==> src/frd_pkg.sv <==
package frd_pkg;
  localparam int unsigned FreqW = 28;
  localparam int unsigned VcoW  = 30;
  localparam int unsigned BW    = 20;
  localparam int unsigned NumW  = 48;
  localparam int unsigned P1W   = 18;
  localparam int unsigned P2W   = 20;
  localparam int unsigned P3W   = 20;

  localparam logic [P3W-1:0]  FracDen  = 20'd1048575;
  localparam logic [VcoW-1:0] VcoReset = 30'd675000000;
  localparam logic [37:0]     P1Max    = 38'd262143;
  localparam logic [37:0]     P1Offset = 38'd512;

  typedef struct packed {
    logic [FreqW-1:0] freq;
    logic [VcoW-1:0]  quo;
    logic [FreqW-1:0] rem;
  } idiv_t;

  typedef struct packed {
    logic [VcoW-1:0] quo;
    logic [BW-1:0]   frac;
    logic            err;
  } fdiv_t;
endpackage

==> src/frd_int_div.sv <==
module frd_int_div (
  input  logic                    clk_i,
  input  logic                    rst_ni,
  input  logic                    en_i,
  input  logic                    valid_i,
  input  logic [frd_pkg::FreqW-1:0] freq_i,
  input  logic [frd_pkg::VcoW-1:0]  vco_i,
  output logic                    valid_o,
  output frd_pkg::idiv_t          res_o
);
  import frd_pkg::*;

  logic             vld  [VcoW+1];
  logic [FreqW-1:0] frq  [VcoW+1];
  logic [VcoW-1:0]  num  [VcoW+1];
  logic [VcoW-1:0]  quo  [VcoW+1];
  logic [FreqW-1:0] rem  [VcoW+1];

  assign vld[0] = valid_i;
  assign frq[0] = freq_i;
  assign num[0] = vco_i;
  assign quo[0] = '0;
  assign rem[0] = '0;

  for (genvar s = 0; s < VcoW; s++) begin : g_stage
    logic [FreqW:0] trial;
    logic           ge;
    assign trial = {rem[s], num[s][VcoW-1]};
    assign ge    = trial >= {1'b0, frq[s]};

    always_ff @(posedge clk_i or negedge rst_ni) begin
      if (!rst_ni) begin
        vld[s+1] <= 1'b0;
      end else if (en_i) begin
        vld[s+1] <= vld[s];
      end
    end

    always_ff @(posedge clk_i) begin
      if (en_i) begin
        frq[s+1] <= frq[s];
        num[s+1] <= {num[s][VcoW-2:0], 1'b0};
        quo[s+1] <= {quo[s][VcoW-2:0], ge};
        rem[s+1] <= ge ? FreqW'(trial - {1'b0, frq[s]}) : trial[FreqW-1:0];
      end
    end
  end

  assign valid_o    = vld[VcoW];
  assign res_o.freq = frq[VcoW];
  assign res_o.quo  = quo[VcoW];
  assign res_o.rem  = rem[VcoW];
endmodule

==> config.mk <==
export PLATFORM = sky130hd
export DESIGN_NAME = frd_int_div
export DESIGN_NICKNAME = d
export VERILOG_FILES = /design/src/frd_pkg.sv /design/src/frd_int_div.sv
export SDC_FILE = /design/constraint.sdc
export NUM_CORES = 2
export LEC_CHECK = 0
export BUFFER_PORTS_ARGS = -buffer_cell sky130_fd_sc_hd__buf_4
export CORE_AREA = 2 2 612 614
export DETAILED_ROUTE_END_ITERATION = 8
export DIE_AREA = 0 0 614 616
export PLACE_DENSITY = 0.59
export SLEW_MARGIN = 20
export SYNTH_ARGS = -nofsm -noshare
export SYNTH_HDL_FRONTEND = slang
export SYNTH_SLANG_ARGS = --single-unit
==> constraint.sdc <==
create_clock -name clk_i -period 5.9 [get_ports clk_i]
set_clock_uncertainty 0.2 [all_clocks]
set_input_delay 0 -clock clk_i [delete_from_list [all_inputs] [get_ports clk_i]]
set_output_delay 0 -clock clk_i [all_outputs]
set_load 0.005 [all_outputs]
Yosys cells after proc, flatten, opt, wreduce, memory -nomap -nowiden --
Index checks and enable logic that the tools add are counted.
Cells by class: add/subtract/negate cells 30, $mul 0, divide/modulo/power cells 0, order comparisons 30, equality and inequality tests 0, shift operators 0, muxes and demuxes 30, bitwise gates (word level) 0, reductions and logical operators 0
Operators by type and width (number):
- >= comparator 29 x 28 -> 1 bit | 29
- 2-to-1 mux 28 bit | 29
- subtractor 28 bit | 29
- >= comparator 1 x 28 -> 1 bit | 1
- subtractor 1 x 28 -> 28 bit | 1
- 2-to-1 mux 1 bit | 1
Storage, ports and cells: register bits after elaboration 2610, bits in latches 0, RAM bits 0, bits in read-only memories 0, output and inout bits 87, logic and storage cells 240, memories 0

Longest topological paths before layout --
depth after elaboration 2, depth in mapped cells 16, depth with buffers taken out 14

Worst setup path after synthesis --
No wires, ideal clock.
kind register to register, start point register frq[645] in the netlist's numbering, end point register rem (netlist bit g_stage[8].trial[22]) (data pin), setup time 0.262 ns, arrival 3.659 ns, required time 5.438 ns, slack 1.779 ns, cell stages (with the launch flop) 16, path buffers 2, period minus slack after synthesis 4.121 ns, cell sequence edfxtp_1 -> inv_1 -> ha_1 -> nor2b_1 -> o211ai_2 -> a31oi_1 -> o41a_1 -> a221o_1 -> a21o_1 -> o41ai_4 -> o21ai_1 -> o2111a_1 -> a2111oi_2 -> buf_4 -> buf_12 -> mux2_1
On the way: cells in the longest elaborated chain, start to end 2, elaborated cells between the ends (all ways) 3, classes of those cells add/sub (1); order compare (1); mux (1)
Ends and longest elaborated chain:
- from (decl) | line frd_int_div.sv:14 | logic [FreqW-1:0] frq [VcoW+1];
- from (signal, indexed assignment) | line frd_int_div.sv:41 | frq[s+1] <= frq[s];
- subtractor 28 bit / >= comparator 29 x 28 -> 1 bit (equally long branches) | line frd_int_div.sv:44, frd_int_div.sv:29
- 2-to-1 mux 28 bit (*) | line frd_int_div.sv:44 | rem[s+1] <= ge ? FreqW'(trial - {1'b0, frq[s]}) : trial[FreqW-1:0];
- to (signal, indexed assignment) | line frd_int_div.sv:44
- to (decl) | line frd_int_div.sv:17 | logic [FreqW-1:0] rem [VcoW+1];
Every way passes the cells marked *; elsewhere a longest branch is shown, timed or not. A chain may end at the register's enable or synchronous reset.

Worst setup path in the final report --
start point register frq[701] in the netlist's numbering, end point register rem (netlist bit g_stage[6].trial[10]) (data pin)
The elaborated chain is that of the path after synthesis.

==> impl_metrics.ini <==
[outcome]
outcome = completed

[placed_design]
gp_congestion = 0.8872
place_area_um2 = 136600
dp_hpwl_um = 193000
place.port_buffers = 148

[timing]
worstMarginPinSlew_ns = 1.129
timing.fmax_mhz = 211.3
min_period_ns = 4.733
maxSlewViolCount = 0
rsz0062_at_grt = false
slew_headroom_pct = 24.03
period_share_pct = 80.22
finalHoldViolations = 0
tns_ns = 0
setup_violations = 0

[logic_synthesis]
syn_avg_cell_area_um2 = 12.59
synth_fa_ha_area_share_pct = 8.317
synth_compound_area_share_pct = 11.82
synth_edf_count = 2580
yosys.area_share.simple_pct = 7.359
synth_seq_cells = 2610
synth_seq_area_share_pct = 60.43
syn_nets = 11188
syn-cell-area_um2 = 129400
synth_xor_area_share_pct = 4.574
ys.flop_type = edfxtp_1
synth_mux_area_share_pct = 3.552
async_flop_share_pct = 1.149
synth_cells = 10283
synth_top_family_by_area = compound AO/OA/AOI/OAI gates
yosys_warnings = 0
yosysUniqueCellTypes = 86

[drt]
via_per_inst = 4.872
wirelength_um = 267800
wire_per_inst_um = 16.83
dr.pass1.iters = 5
drcViolationCount = 0
vias = 77507
first_iter_violations = 5109
antenna_left = 0

[grt]
grt_pass1_wl_um = 421500
antenna_found_initial = 4
overflow = 0
grt_max_degree = 174
grt_usage_pct = 13.83
first_global_vias = 77038

[finish]
final_common_cell = edfxtp_1
drive_above_1_share_pct = 10.46
areaGrowthSynthToFinish_pct = 14.40
final_cell_mix = edfxtp_1 (2580), inv_1 (1026), ha_1 (814)
fin_nets = 11595
design_area_um2 = 148100

[worst_setup_path]
slowest_delay_ns = 0.79
critPathLaunchType = flop
crit_chain = inv_1 -> ha_1 -> nor2b_1 -> o31a_1 -> o211ai_1 -> nand2_1 -> a221oi_1 -> o21ai_1 -> a311oi_1 -> o21bai_1 -> a21o_1 -> o21ai_4 -> mux2_2
crit_fanout = 27
startpoint = frq[701]
reg2reg_from = frq[701]
crit_path_top_delay_cell = o21ai_4
worst_setup_path_end_kind = flop
criticalPathCategory = reg2reg
critPathRequiredTime_ns = 6.34
cp.arrival_ns = 5.17

[floorplan]
die_h_um = 616
die_w_um = 614
core_um2 = 371400
ios = 149
start_util_pct = 34.86
core.rowCount = 224
die_area_um2 = 378200

[cts]
clkTransAtPathRegs_ns = 0.06
cts_sinks = 2610
clk_latency_ns = 0.90
cts_root_buf = clkbuf_16
cts_made_buffers = 306
clk_path_buf_depth = 4
cts_tree = done
cts_resized = 0
htreeDepth = 5

[power]
p_total_mw = 79.55
p_leak_nw = 58.43
peakVddDrop_mv = 0.2977
p_per_area_nw_per_um2 = 537.2

[hold_path]
hold_class = reg2reg
hp-start = quo[274]

[job]
max-cap-violations = 0
## synthesized netlist by cell type, types with 128 or more instances
| cell | number | area, µm² |
|---|---|---|
| nor2_1 | 601 | 2256 |
| edfxtp_1 | 2580 | 77470 |
| nor2b_1 | 132 | 825.8 |
| ha_1 | 814 | 10180 |
| a21o_1 | 386 | 2898 |
| inv_1 | 1026 | 3851 |
| xnor2_1 | 421 | 3687 |
| a21oi_1 | 801 | 4009 |
| o21ai_0 | 548 | 2743 |
| nand3_1 | 128 | 640.6 |
| xor2_1 | 255 | 2233 |
| nand2_1 | 556 | 2087 |
| clkbuf_1 | 162 | 608.1 |
| mux2_2 | 373 | 4200 |
## area by class of cell
class                      count  area, µm²
sequential                  2610      78230
clock inverter               196       2236
tap                         4972       6221
timing repair buffer         360       3238
fill                       34810     223300
inverter                    1027       3855
multi-input combinational   6385      46340
clock buffer                 359       7963
antenna                        1      2.502
## worst max-delay path: cells and delay by family, from the launching register on
family | cells | cell delay [ns]
flops | 1 | 0.40
mux | 1 | 0.42
compound gates | 8 | 2.79
simple gates | 2 | 0.28
fa+ha+maj | 1 | 0.30
buf+inv | 1 | 0.07
## sequential cells by signal, summed over array words and instances, names as in the netlist
register / count
res_o: 86
g_stage.trial: 841
vld: 29
frq: 812
num: 406
valid_o: 1
quo: 435
## power breakdown
group	switching [mW]	total (mW)	internal, mW
logic	17.0	31.4	14.4
clock network	7.64	19.2	11.5
registers	2.47	29.0	26.5
## path summary, 6_finish.rpt
path,cells after the start,slack [ns],end
max,13,1.17,g_stage[6].trial[10]
min,0,0.16,quo[245]
max reg2reg,13,1.17,g_stage[6].trial[10]
min reg2reg,0,0.16,quo[245]
max in group asynchronous,5,4.80,vld[21]
min in group asynchronous,5,0.49,vld[4]
## through the flow
step / utilization [%] / hold WS, ns / worst slack (ns) / cells
6_report: 39.88 / 0.1631 / 1.167 / 15910
3_5_place_dp: 36.78 / -0.2478 / 1.182 / 15229
2_1_floorplan: - / -0.4956 / 1.779 / 10283
3_3_place_gp: 36.78 / -0.2546 / 1.197 / 15229
5_1_grt: 39.88 / 0.1189 / 0.7642 / 15910
4_1_cts: 39.87 / 0.06091 / 1.150 / 15908
## metal layers
layer / global-route usage [%] / vias up / part of all wire, %
li1: - / 38739 / -
met5: 0 / - / 0.0045
met1: 16.97 / 36981 / 43
met2: 24.47 / 1290 / 50
met3: 1.958 / 495 / 3.7
met4: 5.202 / 2 / 3.8
## kinds of logic (layout without fill, tap and decap cells)
group / count (synthesis) / after routing
XOR/XNOR: 676 / 676
AO/OA/AOI/OAI: 2442 / 2442
buffers and inverters: 1288 / 1942
other: 0 / 1
flip-flops: 2610 / 2610
multiplexers: 412 / 412
adder cells (fa/ha/maj): 843 / 843
AND/OR/NAND/NOR: 2012 / 2012
## what timing repair did
action,4_1_cts,5_1_grt
hold endpoints to repair,1272,0
setup buffers,0,0
hold buffers,124,0
Power figures use the tool's default switching activity.
