## config.mk

```make
export PLATFORM = sky130hd
export DESIGN_NAME = frd_post
export DESIGN_NICKNAME = d
export VERILOG_FILES = /design/src/frd_pkg.sv /design/src/frd_post.sv
export SDC_FILE = /design/constraint.sdc
export NUM_CORES = 1
export LEC_CHECK = 0
export BUFFER_PORTS_ARGS = -buffer_cell sky130_fd_sc_hd__buf_4
export CAP_MARGIN = 0
export CORE_ASPECT_RATIO = 1.4
export CORE_MARGIN = 2
export CORE_UTILIZATION = 45
export DETAILED_ROUTE_END_ITERATION = 10
export PLACE_DENSITY = 0.81
export SYNTH_ARGS = -nofsm -noshare
export SYNTH_HDL_FRONTEND = slang
export SYNTH_SLANG_ARGS = --single-unit
```

## constraint.sdc

```tcl
create_clock -name clk_i -period 3.2 [get_ports clk_i]
set_input_delay 0.16 -clock clk_i [delete_from_list [all_inputs] [get_ports clk_i]]
set_output_delay 0.16 -clock clk_i [all_outputs]
set_load 0.05 [all_outputs]
```

## src/frd_pkg.sv

```systemverilog
package frd_pkg;
  localparam int unsigned FreqW = 28;
  localparam int unsigned VcoW  = 30;
  localparam int unsigned BW    = 20;
  localparam int unsigned NumW  = 48;
  localparam int unsigned P1W   = 18;
  localparam int unsigned P2W   = 20;
  localparam int unsigned P3W   = 20;

  localparam logic [P3W-1:0]  FracDen  = 20'd1048575;
  localparam logic [VcoW-1:0] VcoReset = 30'd675000000;
  localparam logic [37:0]     P1Max    = 38'd262143;
  localparam logic [37:0]     P1Offset = 38'd512;

  typedef struct packed {
    logic [FreqW-1:0] freq;
    logic [VcoW-1:0]  quo;
    logic [FreqW-1:0] rem;
  } idiv_t;

  typedef struct packed {
    logic [VcoW-1:0] quo;
    logic [BW-1:0]   frac;
    logic            err;
  } fdiv_t;
endpackage

```

## src/frd_post.sv

```systemverilog
module frd_post (
  input  logic                    clk_i,
  input  logic                    rst_ni,
  input  logic                    en_i,
  input  logic                    valid_i,
  input  frd_pkg::fdiv_t          div_i,
  output logic                    valid_o,
  output logic [frd_pkg::P1W-1:0] p1_o,
  output logic [frd_pkg::P2W-1:0] p2_o,
  output logic [frd_pkg::P3W-1:0] p3_o,
  output logic                    err_o
);
  import frd_pkg::*;

  logic [26:0]     x;
  logic [6:0]      q0;
  logic [20:0]     r0;
  logic            ge;
  logic            a_vld_q;
  logic [7:0]      a_q_q;
  logic [P2W-1:0]  a_p2_q;
  logic [VcoW-1:0] a_quo_q;
  logic            a_err_q;
  logic [37:0]     p1_full;
  logic            bad;

  // 128*b divided by 2^20 - 1
  assign x  = {div_i.frac, 7'b0};
  assign q0 = x[26:20];
  assign r0 = {1'b0, x[19:0]} + 21'(q0);
  assign ge = r0 >= {1'b0, FracDen};

  always_ff @(posedge clk_i or negedge rst_ni) begin
    if (!rst_ni) begin
      a_vld_q <= 1'b0;
      valid_o <= 1'b0;
    end else if (en_i) begin
      a_vld_q <= valid_i;
      valid_o <= a_vld_q;
    end
  end

  always_ff @(posedge clk_i) begin
    if (en_i) begin
      a_q_q   <= {1'b0, q0} + {7'b0, ge};
      a_p2_q  <= ge ? P2W'(r0 - {1'b0, FracDen}) : r0[P2W-1:0];
      a_quo_q <= div_i.quo;
      a_err_q <= div_i.err;
    end
  end

  assign p1_full = {1'b0, a_quo_q, 7'b0} + 38'(a_q_q) - P1Offset;
  assign bad     = a_err_q || (p1_full > P1Max);

  always_ff @(posedge clk_i) begin
    if (en_i) begin
      p1_o  <= bad ? '0 : p1_full[P1W-1:0];
      p2_o  <= bad ? '0 : a_p2_q;
      p3_o  <= bad ? '0 : FracDen;
      err_o <= bad;
    end
  end
endmodule

```

After elaboration in Yosys (flattened, before gate mapping)
Index checks and enable logic that the tools add are counted.
{"block": "word_totals", "wordCells": 20, "out_inout_bits": 60, "regBits": 120}
{"block": "classes", "n_mux": 2, "add_sub_neg": 5, "order_cmp": 2, "reduce_logical": 1}
{"op": "2-to-1 mux 20 bit", "n": 2}
{"op": "adder 37 x 8 -> 38 bit", "n": 1}
{"op": "> comparator 38 x 18 -> 1 bit, second input constant", "n": 1}
{"op": "subtractor 38 x 10 -> 38 bit, second input constant", "n": 1}
{"op": "adder 20 x 7 -> 21 bit", "n": 1}
{"op": ">= comparator 21 x 20 -> 1 bit, second input constant", "n": 1}
{"op": "subtractor 20 bit, second input constant", "n": 1}
{"op": "adder 7 x 1 -> 8 bit", "n": 1}
{"op": "logical OR 1 bit", "n": 1}

Logic depth before layout (Yosys ltp)
{"block": "logic_depth", "word_depth": 5, "mapped_depth": 10}

Worst setup path after synthesis
Ideal clock, no wire load.
{"block": "synth_path", "path_kind": "flip-flop to flip-flop", "from": "register a_q_q[7]", "to": "register err_o (data pin)", "synth_period_minus_slack_ns": 2.775, "arrival_time_ns": 2.509, "path_slack_ns": 0.425, "stages_incl_launch_ff": 10, "required_time_ns": 2.935, "setup_ns": 0.265, "path_cell_list": "edfxtp_1 -> ha_1 -> ha_1 -> or4_1 -> buf_2 -> nor3b_2 -> o2111ai_1 -> a221o_1 -> buf_4 -> or3_1"}
{"block": "synth_via", "elab_chain_len": 4}
{"item": "start, declared", "line_no": "frd_post.sv:20", "source": "logic [7:0] a_q_q;"}
{"item": "start signal, assigned", "line_no": "frd_post.sv:45", "source": "a_q_q <= {1'b0, q0} + {7'b0, ge};"}
{"item": "adder 37 x 8 -> 38 bit", "line_no": "frd_post.sv:52", "source": "assign p1_full = {1'b0, a_quo_q, 7'b0} + 38'(a_q_q) - P1Offset;"}
{"item": "subtractor 38 x 10 -> 38 bit", "line_no": "frd_post.sv:52"}
{"item": "> comparator 38 x 18 -> 1 bit", "line_no": "frd_post.sv:53", "source": "assign bad = a_err_q || (p1_full > P1Max);"}
{"item": "logical OR 1 bit", "line_no": "frd_post.sv:53"}
{"item": "net bad", "line_no": "frd_post.sv:25", "source": "logic bad;"}
{"item": "end signal, assigned", "line_no": "frd_post.sv:60", "source": "err_o <= bad;"}
{"item": "end, declared", "line_no": "frd_post.sv:11", "source": "output logic err_o"}
The timed path passes the listed nets, and every way through them passes these cells.
A chain may end at the register's enable or synchronous reset.

Worst setup path in the final report
{"block": "layout_path", "from": "register a_q_q[7]", "to": "register p2_o[7] (netlist name) (data pin)"}
{"block": "layout_via", "elab_chain_len": 4}
{"item": "adder 37 x 8 -> 38 bit", "line_no": "frd_post.sv:52"}
{"item": "subtractor 38 x 10 -> 38 bit", "line_no": "frd_post.sv:52"}
{"item": "> comparator 38 x 18 -> 1 bit", "line_no": "frd_post.sv:53"}
{"item": "logical OR 1 bit", "line_no": "frd_post.sv:53"}
{"item": "end signal, assigned", "line_no": "frd_post.sv:58", "source": "p2_o <= bad ? '0 : a_p2_q;"}
{"item": "end, declared", "line_no": "frd_post.sv:9", "source": "output logic [frd_pkg::P2W-1:0] p2_o,"}
Every way passes these cells.

==> run_results.csv <==
group,metric,value,unit
timing,rsz0062_at_grt,"no",
grt,grt_pass1_vias,2917,
clock_network,cts_tree,"yes",
placement,dp_slack,0.1477,ns
layout,fin_area,5951,µm²
timing,max_slew.worst_pin.slew,1.067,ns
detailed_routing,wire_per_inst,15.84,µm
critical_path,crit_fanout,29,
power,clkPwrFrac,0.358,
die,io_pins,115,
detailed_routing,drc,0,
layout,antenna_cells,0,
power,powerDensity,493.2,nW/µm²
power,vdd_drop_max,333.9,µV
timing,setup_ws,0.2130,ns
synth,synthesis.area,4497,µm²
grt,grt_overflow,0,
critical_path,required,3.36,ns
synth,syn-num-nets,366,
placement,routabilityCongestion,0.8840,
synth,yosys.area.top_type,"edfxtp_1",
synth,synth.distinct_cells,42,
critical_path,startpoint_type,"register",
die,core.rowCount,43,
timing,hold_viol_final,0,
clock_network,numCtsBuffers,9,
synth,syn_inst,306,
detailed_routing,route.met2.wl,4621,µm
clock_network,clock_sinks,99,
clock_network,cts-root-buf,"clkbuf_16",
placement,hpwl,6003,µm
die,core,9846,µm²
detailed_routing,dr.first_iter.drc_count,186,
clock_network,cts_max_level,3,
clock_network,post_cts_buffers,0,
die,start_util,0.4567,
timing,setup-violations-final,0,
layout,nNetsFinal,493,
clock_network,cts.clk_slew.worst_paths,0.07,ns
synth,yosysSeqAreaShare,0.6589,
synth,synth.avg_cell_area,14.70,µm²
die,die_w,88.49,µm
timing,fin_skew,0.01194,ns
synth,synthMostInstantiatedCell,"edfxtp_1",
synth,synthArstFlopShare,0.02020,
power,combPwrFrac,0.114,
die,dieHeight,122.3,µm
grt,grt_max_degree,88,
power,p_seq_frac,0.528,
run_status,run_status,"finished, final reports clean",
critical_path,cp-end-kind,"register",
synth,synthFlopType,"edfxtp_1",
detailed_routing,vias,2906,
detailed_routing,firstDrtPassIters,4,
detailed_routing,vias_per_cell,5.072,
detailed_routing,ant_nets,0,
layout,syn_to_final_growth,32.33,%
power,power_leakage,2.271,nW
detailed_routing,drt-met1-wl,3661,µm
synth,synthTopCellsByCount,"edfxtp_1, inv_1, buf_4",
placement,port_buffers,114,
layout,drive_gt1_frac,0.3904,
synth,yosys-top-cells-area,"edfxtp_1, nor4_2, buf_4, and2_1, nor4_1",
timing,fin_crit_sh,0.9334,
timing,maxSlewViolCount,0,
synth,ys_ff_latch,99,
timing,finalSetupTns,0,ns
synth,synth_edf_count,97,
job,drv_cap,0,
grt,grt_usage,0.1714,
detailed_routing,routed_wl,9076,µm
synth,synth.yosys.warnings,0,
worst_hold_path,hold_path_class,"primary input to register",
timing,max_freq,334.8,MHz
power,p_sw_frac,0.2526,
power,power.switching,0.7414,mW
clock_network,cts_buffer_depth,2,
grt,grt_pass1_wl,13960,µm
detailed_routing,top_layer,"met4",
timing,slew_headroom,0.2887,
power,internal_power,2.194,mW
synth,yosys.area.top_type_share,0.6477,
power,totalPowerFinal,2.935,mW
timing,min_period,2.987,ns
die,die-area,10820,µm²
critical_path,critPathKind,"register to register",
detailed_routing,route.met3.wl,544,µm
placement,placed_cell_area,5335,µm²
clock_network,clk_latency,0.34,ns
critical_path,arrival,3.14,ns
grt,antenna_found_initial,0,
## state kept, by name (all words and copies together), names as in the netlist
name     cells
a_err_q      1
err_o        1
p2_o        19
p3_o         1
p1_o        18
a_quo_q     30
a_p2_q      20
a_q_q        7
valid_o      1
a_vld_q      1
## power groups by stage
stage | clock network (mW) | logic, mW | registers, mW
5_1_grt | 1.12 | 0.357 | 1.56
4_1_cts | 1.07 | 0.333 | 1.55
3_3_place_gp | 0 | 0.292 | 1.57
3_5_place_dp | 0 | 0.299 | 1.58
2_1_floorplan | 0 | 0.125 | 1.62
6_report | 1.05 | 0.334 | 1.55
## final cells by class
type / count / area [µm²]
clock inverters: 7 / 66.31
fillers: 768 / 3895
flip-flops and latches: 99 / 2963
repair buffers: 151 / 1226
clock buffers: 9 / 225.2
inverters: 28 / 105.1
multi-input cells: 144 / 1196
well taps: 135 / 168.9
## layer usage
metal | global-route usage | up-vias
li1 | - | 1395
met3 | 0.04775 | 14
met1 | 0.2075 | 1383
met5 | 0 | -
met4 | 0.08428 | 0
met2 | 0.2796 | 114
## final timing paths
kind | from | end | slack [ns] | cells after the start
worst max register to register | a_q_q[7] | p2_o[7] | 0.21 | 8
min in group asynchronous | rst_ni | valid_o | 0.12 | 2
worst max-delay path | a_q_q[7] | p2_o[7] | 0.21 | 8
worst min register to register | a_vld_q | valid_o | 0.51 | 1
max in group asynchronous | rst_ni | a_vld_q | 2.99 | 2
worst min-delay path | valid_i | a_vld_q | 0.05 | 2
## metrics by stage
step	hold WS (ns)	utilization	cells
after global routing	0.04394	0.6044	573
after detailed placement	-0.05618	0.5419	525
after CTS	0.03722	0.6040	573
after floorplan	-0.1356	-	306
after global placement	-0.05811	0.5419	525
final	0.05148	0.6044	573
## repair_timing
| action | 4_1_cts | 5_1_grt |
|---|---|---|
| gates resized for setup | 0 | 1 |
| setup endpoints to repair | 0 | 21 |
| hold buffers | 32 | 0 |
| endpoints found under the hold margin | 33 | 0 |
## logic make-up (layout without fill, tap and decap cells)
logic type	after synthesis	after routing	synth area share
XOR/XNOR	14	14	0.02727
buffers and inverters	63	195	0.07679
multiplexers	5	5	0.01224
flip-flops	99	99	0.6589
AND/OR/NAND/NOR	105	105	0.1736
adder cells (fa/ha/maj)	5	5	0.01391
AO/OA/AOI/OAI	15	15	0.03728
## cell usage in the layout (no fill, tap or decap), drive strengths merged, types with 2 or more instances in the layout
cell         count
nor2             7
clkinv           2
a2111oi          2
nor4            41
nand4            6
nor3b            3
dlygate4sd3     32
mux2             4
dfrtp            2
ha               5
a221o            2
xor2             4
xnor2           10
inv             33
nand2            5
buf            119
nor3             7
and2            20
edfxtp          97
nand3            5
clkbuf           9
or4              6
o31ai            2
## worst max-delay path, stage by stage, from the launching register on
cell	delay, ns
edfxtp_1	0.37
ha_1	0.24
ha_1	0.21
or4_4	0.49
nor3b_2	0.18
o2111ai_1	0.17
a221o_2	0.53
buf_4	0.30
nor4_1	0.30
(Power assumes the default switching activity.)
