**src/frd_pkg.sv**
```systemverilog
package frd_pkg;
  localparam int unsigned FreqW = 28;
  localparam int unsigned VcoW  = 30;
  localparam int unsigned BW    = 20;
  localparam int unsigned NumW  = 48;
  localparam int unsigned P1W   = 18;
  localparam int unsigned P2W   = 20;
  localparam int unsigned P3W   = 20;

  localparam logic [P3W-1:0]  FracDen  = 20'd1048575;
  localparam logic [VcoW-1:0] VcoReset = 30'd675000000;
  localparam logic [37:0]     P1Max    = 38'd262143;
  localparam logic [37:0]     P1Offset = 38'd512;

  typedef struct packed {
    logic [FreqW-1:0] freq;
    logic [VcoW-1:0]  quo;
    logic [FreqW-1:0] rem;
  } idiv_t;

  typedef struct packed {
    logic [VcoW-1:0] quo;
    logic [BW-1:0]   frac;
    logic            err;
  } fdiv_t;
endpackage

```
**src/frd_frac_div.sv**
```systemverilog
module frd_frac_div (
  input  logic           clk_i,
  input  logic           rst_ni,
  input  logic           en_i,
  input  logic           valid_i,
  input  frd_pkg::idiv_t div_i,
  output logic           valid_o,
  output frd_pkg::fdiv_t res_o
);
  import frd_pkg::*;

  logic             vld [BW+1];
  logic [FreqW-1:0] frq [BW+1];
  logic [NumW-1:0]  rmd [BW+1];
  logic [BW-1:0]    frc [BW+1];
  logic [VcoW-1:0]  quo [BW+1];
  logic             err [BW+1];

  // numerator rem * (2^20 - 1) + freq / 2
  always_ff @(posedge clk_i or negedge rst_ni) begin
    if (!rst_ni) begin
      vld[0] <= 1'b0;
    end else if (en_i) begin
      vld[0] <= valid_i;
    end
  end

  always_ff @(posedge clk_i) begin
    if (en_i) begin
      frq[0] <= div_i.freq;
      rmd[0] <= {div_i.rem, {BW{1'b0}}} - NumW'(div_i.rem) + NumW'(div_i.freq >> 1);
      frc[0] <= '0;
      quo[0] <= div_i.quo;
      err[0] <= (div_i.freq == '0) || (div_i.quo < VcoW'(4));
    end
  end

  for (genvar s = 0; s < BW; s++) begin : g_stage
    logic [NumW-1:0] dsh;
    logic            ge;
    assign dsh = NumW'(frq[s]) << (BW - 1 - s);
    assign ge  = rmd[s] >= dsh;

    always_ff @(posedge clk_i or negedge rst_ni) begin
      if (!rst_ni) begin
        vld[s+1] <= 1'b0;
      end else if (en_i) begin
        vld[s+1] <= vld[s];
      end
    end

    always_ff @(posedge clk_i) begin
      if (en_i) begin
        frq[s+1] <= frq[s];
        rmd[s+1] <= ge ? rmd[s] - dsh : rmd[s];
        frc[s+1] <= {frc[s][BW-2:0], ge};
        quo[s+1] <= quo[s];
        err[s+1] <= err[s];
      end
    end
  end

  assign valid_o    = vld[BW];
  assign res_o.quo  = quo[BW];
  assign res_o.frac = frc[BW];
  assign res_o.err  = err[BW];
endmodule

```
**config.mk**
```make
export PLATFORM = sky130hd
export DESIGN_NAME = frd_frac_div
export DESIGN_NICKNAME = d
export VERILOG_FILES = /design/src/frd_pkg.sv /design/src/frd_frac_div.sv
export SDC_FILE = /design/constraint.sdc
export NUM_CORES = 2
export LEC_CHECK = 0
export BUFFER_PORTS_ARGS = -buffer_cell sky130_fd_sc_hd__buf_4
export CAP_MARGIN = 20
export CORE_MARGIN = 1.5
export CORE_UTILIZATION = 45
export CTS_BUF_LIST = sky130_fd_sc_hd__clkbuf_4 sky130_fd_sc_hd__clkbuf_8 sky130_fd_sc_hd__clkbuf_16
export DETAILED_ROUTE_END_ITERATION = 12
export PLACE_DENSITY = 0.58
export RECOVER_POWER = 25
export SLEW_MARGIN = 20
export SYNTH_ARGS = -nofsm -noshare
export SYNTH_HDL_FRONTEND = slang
export SYNTH_SLANG_ARGS = --single-unit
```
**constraint.sdc**
```tcl
create_clock -name clk_i -period 5.74 [get_ports clk_i]
set_input_delay 0.574 -clock clk_i [delete_from_list [all_inputs] [get_ports clk_i]]
set_output_delay 0.574 -clock clk_i [all_outputs]
set_load 0.01 [all_outputs]
```
# ---- Yosys cells after proc, flatten, opt, wreduce, memory -nomap -nowiden
# Memory sizes are Yosys's and may differ from the RTL's.
# Cells that the tools add are included.
dict set report totals {
  out_inout_bits 52
  in_bits 90
  ram_bits 2667
  rom_bits 0
  latchBits 0
  ff_bits 21
  wordCells 93
  memories 5
}
# memory words width read_ports rd_ports_with_merged_regs wr line_no
set memory_table {}
lappend memory_table {rmd 21 48 20 0 21 frd_frac_div.sv:14} ;# logic [NumW-1:0] rmd [BW+1];
lappend memory_table {quo 21 30 21 0 21 frd_frac_div.sv:16} ;# logic [VcoW-1:0] quo [BW+1];
lappend memory_table {frq 21 28 20 0 21 frd_frac_div.sv:13} ;# logic [FreqW-1:0] frq [BW+1];
lappend memory_table {frc 21 20 21 0 21 frd_frac_div.sv:15} ;# logic [BW-1:0] frc [BW+1];
lappend memory_table {err 21 1 21 0 21 frd_frac_div.sv:17} ;# logic err [BW+1];
dict set report classes {
  div 0
  reduce_logical 2
  multipliers 0
  n_eq_ne 0
  muxes 22
  magnitude_cmp 21
  n_shift 0
  bitwise_logic 0
  add_sub_neg 22
}
# cell n
set ops {}
lappend ops {{2-to-1 mux 48 bit} 20}
lappend ops {{subtractor 48 x 28 -> 48 bit} 2}
lappend ops {{adder 48 x 27 -> 48 bit} 1}
lappend ops {{greater-or-equal comparator 48 x 28 -> 1 bit} 1}
lappend ops {{greater-or-equal comparator 48 x 29 -> 1 bit} 1}
lappend ops {{greater-or-equal comparator 48 x 30 -> 1 bit} 1}
lappend ops {{greater-or-equal comparator 48 x 31 -> 1 bit} 1}
lappend ops {{greater-or-equal comparator 48 x 32 -> 1 bit} 1}
lappend ops {{greater-or-equal comparator 48 x 33 -> 1 bit} 1}
lappend ops {{greater-or-equal comparator 48 x 34 -> 1 bit} 1}
lappend ops {{greater-or-equal comparator 48 x 35 -> 1 bit} 1}
lappend ops {{greater-or-equal comparator 48 x 36 -> 1 bit} 1}
lappend ops {{greater-or-equal comparator 48 x 37 -> 1 bit} 1}
lappend ops {{greater-or-equal comparator 48 x 38 -> 1 bit} 1}
lappend ops {{greater-or-equal comparator 48 x 39 -> 1 bit} 1}
lappend ops {{greater-or-equal comparator 48 x 40 -> 1 bit} 1}
lappend ops {{greater-or-equal comparator 48 x 41 -> 1 bit} 1}
lappend ops {{greater-or-equal comparator 48 x 42 -> 1 bit} 1}
lappend ops {{greater-or-equal comparator 48 x 43 -> 1 bit} 1}
lappend ops {{greater-or-equal comparator 48 x 44 -> 1 bit} 1}
lappend ops {{greater-or-equal comparator 48 x 45 -> 1 bit} 1}
lappend ops {{greater-or-equal comparator 48 x 46 -> 1 bit} 1}
lappend ops {{greater-or-equal comparator 48 x 47 -> 1 bit} 1}
lappend ops {{subtractor 48 x 29 -> 48 bit} 1}
lappend ops {{22 further kinds} 23}

# ---- Depth between registers and ports, before layout
# An unclocked memory read counts as a cell.
dict set report depth {
  ltp_word 3
  mapped_depth 17
  mapped_depth_nobuf 17
}

# ---- Least setup slack after synthesis
# OpenSTA, ideal clock, no wires.
dict set report synth_timing {
  path_type {register -> register}
  startpoint {memory rmd[11][8]}
  endpoint {memory rmd[12][30], data pin}
  path_slack_ps 1903
  n_path_buf 2
  synth_period_minus_slack_ps 3837
  path_stages_with_launch 16
  t_required_ps 5480
  setup_time_ps 260
  arrival_time_ps 3577
  path_cell_list {edfxtp_1 > inv_1 > ha_1 > inv_1 > fa_1 > a21o_1 > a21o_1 > a211o_1 > a221o_1 > a21o_1 > a2111o_1 > nand3_1 > nor2b_1 > buf_2 > clkbuf_1 > mux2_2}
}
# element line_no
set synth_rtl {}
lappend synth_rtl {{start: declaration} frd_frac_div.sv:14}

==> metrics.txt <==
# TYPE chip_impl_metric gauge
chip_impl_metric{name="dr_total_vias",unit=""} 70643
chip_impl_info{name="cts_tree",value="done"} 1
chip_impl_metric{name="flow.area_growth_from_synthesis",unit="%"} 12.8
chip_impl_metric{name="slew_viol_final",unit=""} 107
chip_impl_metric{name="max-vdd-ir-drop",unit="mV"} 0.340
chip_impl_metric{name="htree_num_levels",unit=""} 5
chip_impl_metric{name="antenna_found_initial",unit=""} 8
chip_impl_metric{name="finish.utilization",unit="%"} 51.1
chip_impl_metric{name="hold-path-cell-count",unit=""} 3
chip_impl_metric{name="post_synth.cell_area_avg",unit="sq um"} 12.6
chip_impl_metric{name="dp_hpwl",unit="um"} 193000
chip_impl_metric{name="share_of_cells_above_drive_strength_1",unit="%"} 8.35
chip_impl_info{name="synth_top_area_cell",value="sky130_fd_sc_hd__edfxtp_1"} 1
chip_impl_metric{name="reg2regPathDepth",unit=""} 13
chip_impl_metric{name="finalWeightedCongestion",unit=""} 0.961
chip_impl_metric{name="detail_route.vias_per_cell",unit=""} 5.42
chip_impl_info{name="worst_hold_path_type",value="in -> reg"} 1
chip_impl_info{name="critPathSlowestCell",value="sky130_fd_sc_hd__o311ai_0"} 1
chip_impl_metric{name="dieHeight",unit="um"} 509
chip_impl_metric{name="core_footprint",unit="sq um"} 254000
chip_impl_metric{name="post_layout_nonfiller_instances",unit=""} 13041
chip_impl_metric{name="grt_overflow_total",unit=""} 0
chip_impl_info{name="cell_at_the_root_of_the_clock_tree",value="sky130_fd_sc_hd__clkbuf_16"} 1
chip_impl_metric{name="start_util",unit="%"} 45.3
chip_impl_info{name="critPathLaunch",value="frq[1][0]"} 1
chip_impl_metric{name="buffers_on_ports",unit=""} 141
chip_impl_info{name="worst_setup_path_start_kind",value="register"} 1
chip_impl_metric{name="netlist_area",unit="sq um"} 115000
chip_impl_metric{name="max_cap_viols",unit=""} 1
chip_impl_metric{name="die_area",unit="sq um"} 259000
chip_impl_metric{name="boundaryPins",unit=""} 142
chip_impl_info{name="timing.hold.worst.start",value="div_i[0]"} 1
chip_impl_metric{name="min_period_over_period",unit="%"} 85.3
chip_impl_info{name="endpoint_kind_of_the_worst_setup_timing_path",value="register"} 1
chip_impl_info{name="worstReg2RegEnd",value="rmd[2][45]"} 1
chip_impl_metric{name="max_slew.worst_pin.slew",unit="ns"} 4.06
chip_impl_metric{name="p_leak",unit="nW"} 50.0
chip_impl_info{name="cp_common_cell",value="sky130_fd_sc_hd__o21ai_0"} 1
chip_impl_metric{name="route.antenna.remaining_nets",unit=""} 0
chip_impl_metric{name="setup_tns",unit="ns"} 0
chip_impl_metric{name="yosysWarningCount",unit=""} 0
chip_impl_metric{name="synth-async-reset-ratio",unit="%"} 0.874
chip_impl_info{name="crit_path_cell_trace",value="ha_1, fa_1, nor2b_1, o21ai_0, a21boi_0, o21ai_0, o21ai_0, a311oi_1, o311ai_0, a21oi_4, buf_4, inv_1, mux2_2"} 1
chip_impl_metric{name="first_global_vias",unit=""} 71510
chip_impl_metric{name="rows",unit=""} 185
chip_impl_info{name="outcome",value="complete, but fails checks"} 1
chip_impl_metric{name="synth_enable_flop_cells",unit=""} 2381
chip_impl_info{name="timing.critical_path.max_delay_family",value="compound AO/OA/AOI/OAI gates"} 1
chip_impl_metric{name="clk_latency",unit="ns"} 0.94
chip_impl_info{name="netlist_top_cells_area",value="sky130_fd_sc_hd__edfxtp_1, sky130_fd_sc_hd__ha_1, sky130_fd_sc_hd__xnor2_1, sky130_fd_sc_hd__a21oi_1, sky130_fd_sc_hd__inv_1"} 1
chip_impl_metric{name="grt_pass1_wl",unit="um"} 398000
chip_impl_metric{name="critical_path_peak_fanout",unit=""} 36
chip_impl_metric{name="post-synth-top-area-fraction",unit="%"} 62.0
chip_impl_metric{name="yosys_register_bits",unit=""} 2402
chip_impl_metric{name="ys_seq_area_share",unit="%"} 62.4
chip_impl_metric{name="fin_total_pwr",unit="mW"} 64.5
chip_impl_info{name="unrepaired_setup_endpoints_after_global_routing",value="no"} 1
chip_impl_metric{name="drc",unit=""} 0
chip_impl_info{name="hold-path-endpoint",value="rmd[0][0]"} 1
chip_impl_metric{name="crit_buf_inv",unit=""} 2
chip_impl_metric{name="drtIter0Drc",unit=""} 4774
chip_impl_metric{name="chipWidth",unit="um"} 509
chip_impl_metric{name="skew",unit="ns"} 0.0580
chip_impl_metric{name="post-route-worst-setup-slack",unit="ns"} 0.844
chip_impl_metric{name="clockBufferDepth",unit=""} 4
chip_impl_metric{name="drt-pass1-iter-count",unit=""} 6
chip_impl_metric{name="arrival_time_at_the_worst_endpoint",unit="ns"} 5.57
chip_impl_metric{name="cts_made_buffers",unit=""} 286
chip_impl_metric{name="pwr_density_cell",unit="nW/um^2"} 496
chip_impl_info{name="critical_path.reg2reg.startpoint",value="frq[1][0]"} 1
chip_impl_metric{name="gr-usage-all-layers",unit="%"} 19.7
chip_impl_metric{name="hold_violations",unit=""} 0
chip_impl_metric{name="post_synth_num_cell_types",unit=""} 90
chip_impl_info{name="failed_checks",value="capacitance limit, slew limit"} 1
chip_impl_metric{name="placement.setup.worst_slack",unit="ns"} 0.987
chip_impl_metric{name="placedCellCount",unit=""} 12481
chip_impl_info{name="criticalPathCategory",value="reg -> reg"} 1
chip_impl_metric{name="post_layout_net_count",unit=""} 10207
chip_impl_metric{name="wire_per_inst",unit="um"} 19.9
chip_impl_metric{name="max-slew-margin-rel",unit="%"} -171
chip_impl_metric{name="cts.reportedPaths.clkPinSlew",unit="ns"} 0.06
chip_impl_metric{name="required_time_at_the_worst_slack_endpoint",unit="ns"} 6.41
chip_impl_metric{name="critical_path.max_stage_delay",unit="ns"} 0.93
chip_impl_info{name="postSynth.topFlopCell",value="sky130_fd_sc_hd__edfxtp_1"} 1
chip_impl_metric{name="min_period",unit="ns"} 4.90
chip_impl_metric{name="regToRegSetupSlack",unit="ns"} 0.84
chip_impl_metric{name="post-cts-setup-buffers",unit=""} 0
chip_impl_metric{name="max_freq",unit="GHz"} 0.204
chip_impl_metric{name="pin_count_of_the_biggest_net_entering_global_routing",unit=""} 183
chip_impl_metric{name="synthesis.nets",unit=""} 9870
chip_impl_metric{name="clkSinkCount",unit=""} 2402
chip_impl_metric{name="syn_inst",unit=""} 9126
chip_impl_metric{name="overall_routed_net_length",unit="um"} 259000
chip_impl_metric{name="fillers",unit=""} 21680
chip_impl_metric{name="report.final.setup_viol",unit=""} 0
tightest hold or removal path, delay by kind of cell:
family	cells	cell delay (ns)
buffers and inverters	2	0.16
adders and majority gates	1	0.14
per-layer routing:
metal | up-vias | part of all wire [%] | GRT usage (%)
met5 | - | 0 | 0
met1 | 33995 | 39 | 21.8
met3 | 601 | 3.4 | 2.82
li1 | 34511 | - | -
met4 | 0 | 5.2 | 9.98
met2 | 1536 | 52 | 36.6
stage by stage:
step	hold WS (ns)	area, sq um
floorplan	0.278	115000
global placement	0.400	121000
detailed placement	0.405	121000
CTS	0.0310	130000
global route	0.0734	130000
finish	0.108	130000
final cells by class:
class / instances / area [sq um] / share of cell area (%)
Sequential cell: 2402 / 72000 / 55.4
Clock buffer: 347 / 7730 / 5.94
Multi-Input combinational cell: 5715 / 39600 / 30.5
Antenna cell: 12 / 30.0 / 0.0231
Inverter: 778 / 2920 / 2.25
Timing Repair Buffer: 280 / 2230 / 1.72
Tap cell: 3366 / 4210 / 3.24
Clock inverter: 141 / 1320 / 1.01
synthesized netlist by cell type, types with 121 or more instances:
| cell type | number |
|---|---|
| sky130_fd_sc_hd__ha_1 | 627 |
| sky130_fd_sc_hd__inv_1 | 776 |
| sky130_fd_sc_hd__xor2_1 | 276 |
| sky130_fd_sc_hd__a21oi_1 | 672 |
| sky130_fd_sc_hd__a21o_1 | 354 |
| sky130_fd_sc_hd__edfxtp_1 | 2381 |
| sky130_fd_sc_hd__o21ai_0 | 534 |
| sky130_fd_sc_hd__clkbuf_1 | 172 |
| sky130_fd_sc_hd__xnor2_1 | 402 |
| sky130_fd_sc_hd__nand3_1 | 156 |
| sky130_fd_sc_hd__nor2_1 | 492 |
| sky130_fd_sc_hd__nor3_1 | 132 |
| sky130_fd_sc_hd__mux2_2 | 121 |
| sky130_fd_sc_hd__nand2_1 | 642 |
cell families (layout without fill, tap and decap cells):
logic type | count (synthesis) | count (layout) | share of synthesized area, %
flip-flops | 2402 | 2402 | 62.4
AND/OR/NAND/NOR | 2118 | 2118 | 8.99
other | 0 | 12 | 0
buffers and inverters | 1009 | 1546 | 3.40
adder cells (fa/ha/maj) | 654 | 654 | 7.27
XOR/XNOR | 678 | 678 | 5.15
AO/OA/AOI/OAI | 2137 | 2137 | 11.5
multiplexers | 128 | 128 | 1.25
report_power, final:
group | switching, mW | internal (mW) | leakage, nW
clock network | 6.80 | 10.6 | 4.51
logic | 12.2 | 8.90 | 22.2
registers | 2.16 | 23.8 | 23.3
cell usage in the layout, fill, tap and decap left out, types with 27 or more instances in the layout:
master,synthesis,routed
sky130_fd_sc_hd__a211oi_1,51,51
sky130_fd_sc_hd__a21o_1,354,354
sky130_fd_sc_hd__a21oi_1,672,669
sky130_fd_sc_hd__a31oi_1,49,47
sky130_fd_sc_hd__and2_1,34,34
sky130_fd_sc_hd__and3_1,54,54
sky130_fd_sc_hd__buf_4,32,147
sky130_fd_sc_hd__clkbuf_1,172,48
sky130_fd_sc_hd__clkbuf_16,0,292
sky130_fd_sc_hd__clkbuf_4,0,65
sky130_fd_sc_hd__clkinv_1,0,52
sky130_fd_sc_hd__clkinv_2,0,46
sky130_fd_sc_hd__dlygate4sd3_1,0,60
sky130_fd_sc_hd__edfxtp_1,2381,2381
sky130_fd_sc_hd__fa_1,27,27
sky130_fd_sc_hd__ha_1,627,627
sky130_fd_sc_hd__inv_1,776,776
sky130_fd_sc_hd__mux2_2,121,121
sky130_fd_sc_hd__nand2_1,642,642
sky130_fd_sc_hd__nand2b_1,93,93
sky130_fd_sc_hd__nand3_1,156,156
sky130_fd_sc_hd__nand4_1,109,109
sky130_fd_sc_hd__nor2_1,492,491
sky130_fd_sc_hd__nor2b_1,95,94
sky130_fd_sc_hd__nor3_1,132,132
sky130_fd_sc_hd__nor4_1,104,100
sky130_fd_sc_hd__o211ai_1,33,33
sky130_fd_sc_hd__o21a_1,64,64
sky130_fd_sc_hd__o21ai_0,534,534
sky130_fd_sc_hd__o21bai_1,77,76
sky130_fd_sc_hd__o31ai_1,69,67
sky130_fd_sc_hd__or3_1,42,42
sky130_fd_sc_hd__xnor2_1,402,402
sky130_fd_sc_hd__xor2_1,276,276
how the worst max path moves through the flow:
stage	to	slack, ns	cells after the start
3_5_place_dp	rmd[2][45]	0.99	13
5_1_grt	rmd[2][45]	0.73	13
2_1_floorplan	rmd[12][30]	1.90	15
4_1_cts	rmd[2][45]	0.95	13
3_3_place_gp	rmd[3][18]	1.02	14
6_report	rmd[2][45]	0.84	13
registers in the layout, indices dropped and copies added (netlist names):
register and count:
rmd 960, quo 630, vld 20, frq 560, err 21, valid_o 1, frc 210
timing repair:
action                                 in CTS  in global routing
hold buffers                               60                  0
gates resized for setup                     0                  0
endpoints found under the hold margin      80                  0
Power figures use the tool's default switching activity.
